`config.mk`:
```
export PLATFORM = sky130hd
export DESIGN_NAME = rbd_scan
export DESIGN_NICKNAME = d
export VERILOG_FILES = /design/src/hw/rtl/rbd_pkg.sv /design/src/hw/rtl/rbd_scan.sv
export SDC_FILE = /design/constraint.sdc
export NUM_CORES = 1
export LEC_CHECK = 0
export ABC_CLOCK_PERIOD_IN_PS = 11200
export BUFFER_PORTS_ARGS = -buffer_cell sky130_fd_sc_hd__buf_2
export CORE_MARGIN = 3
export CORE_UTILIZATION = 33
export CTS_CLUSTER_SIZE = 25
export DETAILED_ROUTE_END_ITERATION = 12
export PLACE_DENSITY_LB_ADDON = 0.3
export SLEW_MARGIN = 5
export SYNTH_ARGS = -nofsm -noshare
export SYNTH_HDL_FRONTEND = slang
export SYNTH_SLANG_ARGS = --single-unit
```
`constraint.sdc`:
```
create_clock -name clk -period 11.2 [get_ports clk]
set_input_delay 0 -clock clk [delete_from_list [all_inputs] [get_ports clk]]
set_output_delay 0 -clock clk [all_outputs]
set_load 0.01 [all_outputs]
```
`src/hw/rtl/rbd_pkg.sv`:
```
// ----------------------------------------------------------------------------
// rbd_pkg
// Shared widths, register map, scan flags and channel arithmetic for the
// 2x2 RGBA box downsampler.
// ----------------------------------------------------------------------------
package rbd_pkg;

  localparam int PIX_W        = 32;
  localparam int CHAN_W       = 8;
  localparam int NCHAN        = 4;
  localparam int PSUM_W       = CHAN_W + 1;
  localparam int LINE_W       = NCHAN * PSUM_W;
  localparam int CFG_W        = 13;
  localparam int ROW_W        = 12;
  localparam int HEIGHT_LIMIT = 4096;
  localparam int MIN_DIM      = 2;
  localparam int APB_DW       = 32;
  localparam int APB_AW       = 3;
  localparam int DEF_MAX_WIDTH = 4096;

  typedef enum logic [0:0] {
    REG_WIDTH  = 1'b0,
    REG_HEIGHT = 1'b1
  } rbd_reg_t;

  // Per-pixel decode of the scan position.
  typedef struct packed {
    logic hold;   // even column of an active pair
    logic wr;     // odd column, even row: store the pair sum
    logic rd;     // odd column, odd row: fetch the upper pair sum
    logic last;   // final block of the image
  } rbd_scan_t;

  function automatic logic [LINE_W-1:0] pair_sums(input logic [PIX_W-1:0] a,
                                                  input logic [PIX_W-1:0] b);
    logic [LINE_W-1:0] r;
    r = '0;
    for (int k = 0; k < NCHAN; k++) begin
      r[k*PSUM_W +: PSUM_W] = {1'b0, a[k*CHAN_W +: CHAN_W]} +
                              {1'b0, b[k*CHAN_W +: CHAN_W]};
    end
    return r;
  endfunction

  function automatic logic [PIX_W-1:0] box_mean(input logic [LINE_W-1:0] up,
                                                input logic [LINE_W-1:0] dn);
    logic [PIX_W-1:0]  r;
    logic [PSUM_W:0]   s;
    r = '0;
    for (int k = 0; k < NCHAN; k++) begin
      s = {1'b0, up[k*PSUM_W +: PSUM_W]} + {1'b0, dn[k*PSUM_W +: PSUM_W]};
      r[k*CHAN_W +: CHAN_W] = s[PSUM_W:2];
    end
    return r;
  endfunction

endpackage

```
`src/hw/rtl/rbd_scan.sv`:
```
// ----------------------------------------------------------------------------
// rbd_scan
// Column and row counters of the raster scan with block position decode.
// ----------------------------------------------------------------------------
module rbd_scan
  import rbd_pkg::*;
#(
  parameter int MAX_WIDTH = DEF_MAX_WIDTH,
  parameter int CW        = $clog2(MAX_WIDTH),
  parameter int AW        = $clog2(MAX_WIDTH) - 1
) (
  input  logic             clk,
  input  logic             rst_n,
  input  logic             advance,
  input  logic             restart,
  input  logic [CFG_W-1:0] image_width,
  input  logic [CFG_W-1:0] image_height,
  output rbd_scan_t        scan,
  output logic [AW-1:0]    line_idx
);

  localparam int EWW  = $clog2(MAX_WIDTH + 1);
  localparam int CMPW = (CFG_W > EWW) ? CFG_W : EWW;
  localparam int EHW  = ROW_W + 1;

  logic [CW-1:0]    col_r, col_nxt;
  logic [ROW_W-1:0] row_r, row_nxt;
  logic [CMPW-1:0]  w_ext;
  logic [EWW-1:0]   w_eff, ew, col_x;
  logic [EHW-1:0]   h_eff, eh, row_x;
  logic             active, col_end, row_end, pair_end;

  // Saturate the programmed sizes.
  always_comb begin
    w_ext = CMPW'(image_width);
    if (w_ext < CMPW'(MIN_DIM)) begin
      w_eff = EWW'(MIN_DIM);
    end else if (w_ext > CMPW'(MAX_WIDTH)) begin
      w_eff = EWW'(MAX_WIDTH);
    end else begin
      w_eff = w_ext[EWW-1:0];
    end
    if (image_height < CFG_W'(MIN_DIM)) begin
      h_eff = EHW'(MIN_DIM);
    end else if (image_height > CFG_W'(HEIGHT_LIMIT)) begin
      h_eff = EHW'(HEIGHT_LIMIT);
    end else begin
      h_eff = image_height[EHW-1:0];
    end
  end

  assign ew      = {w_eff[EWW-1:1], 1'b0};
  assign eh      = {h_eff[EHW-1:1], 1'b0};
  assign col_x   = EWW'(col_r);
  assign row_x   = EHW'(row_r);
  assign active  = (col_x < ew) && (row_x < eh);
  assign col_end = (col_x == w_eff - EWW'(1));
  assign row_end = (row_x == h_eff - EHW'(1));
  assign pair_end = (col_x + EWW'(1) == ew) && (row_x + EHW'(1) == eh);

  always_comb begin
    scan.hold = active && !col_r[0];
    scan.wr   = active && col_r[0] && !row_r[0];
    scan.rd   = active && col_r[0] && row_r[0];
    scan.last = pair_end;
  end

  assign line_idx = col_r[CW-1:1];

  always_comb begin
    col_nxt = col_r;
    row_nxt = row_r;
    if (advance) begin
      if (col_end) begin
        col_nxt = '0;
        row_nxt = row_end ? '0 : row_r + ROW_W'(1);
      end else begin
        col_nxt = col_r + CW'(1);
      end
    end
  end

  always_ff @(posedge clk) begin
    if (!rst_n || restart) begin
      col_r <= '0;
      row_r <= '0;
    end else begin
      col_r <= col_nxt;
      row_r <= row_nxt;
    end
  end

endmodule

```
* Yosys cells after proc, flatten, opt, wreduce, memory -nomap -nowiden
Cells that the tools add are included.
** Storage, ports and cells
- Register bits :: 24
- Input bits :: 30
- Output and inout bits :: 15
- Word-level logic and storage cells :: 35
** Cells by class
- Add/subtract/negate cells :: 6
- Order comparisons :: 6
- Eq/ne operators :: 4
- Mux-type cells :: 6
- Reductions and logical operators :: 11
** Operators with widths (number)
- $mux 13 :: 4
- $add 12x1->13 const B :: 2
- $eq 12x13->1 :: 2
- $eq 13x13->1 :: 2
- $gt 13x13->1 const B :: 2
- $lt 12x13->1 :: 2
- $lt 13x2->1 const B :: 2
- $sub 13x1->13 const B :: 2
- $add 12x1->12 const B :: 2
- $mux 12 :: 2
- $logic_and 1x1->1 :: 6
- $logic_not 1->1 :: 3
- $reduce_and 2->1 :: 1
- $logic_or 1x1->1 :: 1

* Longest topological paths before layout
- Depth in word-level cells :: 7
- Gate-level depth with buffers :: 16

* Least setup slack after synthesis
OpenSTA, ideal clock, no wires.
- Path type :: in2reg
- Start :: input image_width[9]
- End :: register row_r[2]
- Library setup time :: 59 ps
- Arrival :: 3552 ps
- Data required time :: 11141 ps
- Path slack :: 7589 ps
- Stages :: 12
- Path buffers :: 1
- Cells stage by stage :: or4_1 > clkbuf_1 > o41ai_1 > ha_1 > or3b_2 > a221oi_1 > o311ai_1 > or4b_1 > nor3_2 > nand4_2 > nor2_4 > a22o_1
** On the way
- Cells in the longest elaborated chain, start to end :: 6
** Ends and longest elaborated chain
- start: declaration :: RTL line rbd_scan.sv:16 : input logic [CFG_W-1:0] image_width,
- $gt 13x13->1 :: RTL line rbd_scan.sv:38 : end else if (w_ext > CMPW'(MAX_WIDTH)) begin
- $mux 13 :: RTL line rbd_scan.sv:38
- $mux 13 (*) :: RTL line rbd_scan.sv:36 : if (w_ext < CMPW'(MIN_DIM)) begin
- $sub 13x1->13 (*) :: RTL line rbd_scan.sv:57 : assign col_end = (col_x == w_eff - EWW'(1));
- $eq 12x13->1 (*) :: RTL line rbd_scan.sv:57
- $reduce_and 2->1 (no source line) (*)
- end signal: assignment :: RTL line rbd_scan.sv:89 : row_r <= row_nxt;
- end: declaration :: RTL line rbd_scan.sv:27 : logic [ROW_W-1:0] row_r, row_nxt;
Mark *: on every way between the ends. The rest lies on a longest branch, timed or not.
A chain may end at the register's enable or synchronous reset.

* Worst setup path in the final report
- Start :: input image_width[6]
- End :: register row_r[3]
The elaborated chain is that of the path after synthesis.

==> summary.md <==
| Metric | Value |
|---|---|
| Detailed Routing Iterations Pass 1 | 5 |
| Clock Sinks | 24 |
| Syn_area_per_cell | 7.53 µm² |
| Main combinational cell family by area after synthesis | simple AND/OR/NAND/NOR gates |
| Post-CTS Resized | 0 |
| P&R area growth vs syn | 5.99% |
| Routed WL | 11400 µm |
| Relative slew margins | 0.461 |
| Unrepaired setup endpoints after global routing | no |
| Outcome | completed |
| Post-Syn Instances | 508 |
| WHS | 0.171 ns |
| PortBufs | 44 |
| Initial antenna violation count | 1 |
| Largest net degree at the start of global routing | 27 |
| Layout fillers | 1168 |
| Ports | 45 |
| Clock root buffer | clkbuf_16 |
| Crit Path Category | in -> reg |
| Slew @ Worst Pin | 0.805 ns |
| GPL Wtd Cong | 0.891 |
| CP delay by family, top | simple AND/OR/NAND/NOR gates |
| # diodes | 0 |
| Row count | 38 |
| Final min period | 4.36 ns |
| Adder-Cell Fraction of Synth Area | 0.0785 |
| IR drop worst, VDD | 42.1 µV |
| Worst skew pair latency | 0.26 ns |
| Initial core utilization | 0.345 |
| Main area contributors after synthesis | dfxtp_1 (13%), ha_1 (7.9%), xor2_1 (7.3%) |
| Die Area | 12900 µm² |
| Final-stage net count | 564 |
| Post-synthesis mux area share | 0.0213 |
| DR vias/cell | 5.95 |
| Netlist cell types | 74 |
| Core ar. | 11100 µm² |
| Worst path slowest cell | or4_1 |
| Vias in the first global route | 3570 |
| Ys flop type | dfxtp_1 |
| Final period util | 0.389 |
| Post-route ant nets | 0 |
| Sequential-to-total area share from yosys stat | 0.126 |
| Fin util | 0.366 |
| Number of synthesized flops with an enable pin | 0 |
| CTS buffer count | 3 |
| Cell taking the most area after synthesis | dfxtp_1 |
| Synth Area in Simple Gates | 0.325 |
| Fmax | 229 MHz |
| Cell with the most instances after synthesis | nand2_1 |
| Worst stage delay on the critical path | 0.66 ns |
| Static Leak | 0.00166 µW |
| Synthesized area | 3820 µm² |
| Post-synthesis register bit count | 24 |
| Worst EP arrival | 4.48 ns |
| Buf/Inv on CP | 1 |
| Clk buf depth | 2 |
| Synth top cells by count | nand2_1 (38), xor2_1 (32), nor2_1 (31), xnor2_1 (31), clkbuf_1 (29) |
| Required @ worst endpoint | 11.32 ns |
| Max Cap Violations | 0 |
| Layout cells sized above 1 | 0.130 |
| Post-synthesis xor/xnor area fraction | 0.156 |
| Share of the synthesized area in the top cell type | 0.126 |
| Total Routing Usage GR | 0.173 |
| Setup TNS | 0 ns |
| Hold_buf cts | 0 |
| Post-synthesis compound-gate area fraction | 0.221 |
| Startpoint types | input pin |
| First-pass GRT wire length | 18500 µm |
| DR iter-0 viols | 322 |
| Die width | 114 µm |
| Fin. Hold Viols | 0 |
| H-Tree Depth | 1 |
| Worst-path cell chain | buf_2 > or4_1 > o41ai_1 > ha_1 > or3b_2 > a221oi_1 > o311ai_1 > or4b_1 > nor3_2 > nand4_2 > nand2_2 > o32ai_1 |
| Worst Clk Skew | 0.00216 ns |
| Routed WL per cell | 17.5 µm |
| Synth warnings | 0 |
| CP Capture Type | flop |
| HPWL after DPL | 9040 µm |
| Clock transition at path regs | 0.06 ns |
| Die Ht | 114 µm |
| Pwr dens | 59.7 nW/µm² |
| Vias after detailed routing | 3855 |
| Setup violators final | 0 |
| Post-CTS Setup Bufs | 0 |
| # DRC | 0 |
| Hold crit path type | in -> reg |
| Overflow after GRT | 0 |
| Async S/R FF share, synth | 0 |
| Peak fanout along the critical path | 13 |
| Syn nets | 562 |
| Final Max Slew Viols | 0 |
| CTS tree | done |
==> area by class of cell <==
class	instances	area, µm²	area share
multi-input combinational	427	3060	0.756
timing repair buffer	44	220	0.0543
tap	140	175	0.0432
clock buffer	3	75.1	0.0185
sequential	24	480	0.119
inverter	10	37.5	0.00926
==> layer usage <==
| metal | GRT usage | part of all wire | wire length [µm] |
|---|---|---|---|
| met2 | 0.287 | 0.47 | 5290 |
| met1 | 0.242 | 0.45 | 5160 |
| met4 | 0.0128 | 0.0099 | 113 |
| met3 | 0.0350 | 0.069 | 782 |
| met5 | 0 | 0.0011 | 13 |
==> cells by family (layout without fill, tap and decap cells) <==
family / Yosys count / in the layout
simple gates: 217 / 217
xor+xnor: 65 / 65
mux: 8 / 8
buf+inv: 57 / 57
compound gates: 113 / 113
flops: 24 / 24
fa+ha+maj: 24 / 24
==> through the flow <==
stage	setup slack, ns	instances	instance area (µm²)	total power (µW)
finish	6.84	648	4050	242
global route	6.55	648	4050	255
CTS	6.90	648	4050	243
detailed placement	6.63	645	3980	165
global placement	6.64	645	3980	164
floorplan	7.59	508	3820	142
==> cell usage in the layout, fill, tap and decap left out, types with 8 or more instances in the layout <==
| cell | instances |
|---|---|
| buf_2 | 44 |
| nand2_1 | 38 |
| xor2_1 | 32 |
| xnor2_1 | 31 |
| nor2_1 | 31 |
| ha_1 | 24 |
| dfxtp_1 | 24 |
| o21ai_0 | 22 |
| nor3_1 | 21 |
| nand2b_1 | 17 |
| a21oi_1 | 17 |
| and3_1 | 15 |
| nor2b_1 | 13 |
| nand3_1 | 12 |
| nor4_1 | 11 |
| nand4_1 | 11 |
| o22ai_1 | 11 |
| a22o_1 | 10 |
| inv_1 | 9 |
| or3_1 | 8 |
==> path summary, 6_finish.rpt <==
path / endpoint / depth (start not counted) / startpoint / slack (ns)
max: row_r[3] / 12 / image_width[6] / 6.84
min: col_r[6] / 3 / advance / 0.17
max reg2reg: row_r[7] / 8 / col_r[6] / 8.17
min reg2reg: col_r[0] / 2 / col_r[0] / 0.60
==> where the power goes <==
| part | internal, µW | switching, µW |
|---|---|---|
| Clock | 47.3 | 30.9 |
| Sequential | 85.5 | 0.474 |
| Combinational | 29.0 | 48.6 |
| Total | 162 | 80.0 |
==> worst reg2reg max path: stages, from the launching register on <==
cell,delay (ns)
dfxtp_1,0.68
and3b_1,0.25
o21ai_0,0.14
o311ai_0,0.15
nor4b_1,0.39
nand4b_1,0.25
nor4_4,0.62
o22ai_1,0.17
a22o_1,0.28
==> sequential cells by signal (all words and copies together), names as in the netlist <==
| register | cells |
|---|---|
| col_r | 12 |
| row_r | 12 |
No activity file was read; power rests on OpenSTA's default activity.
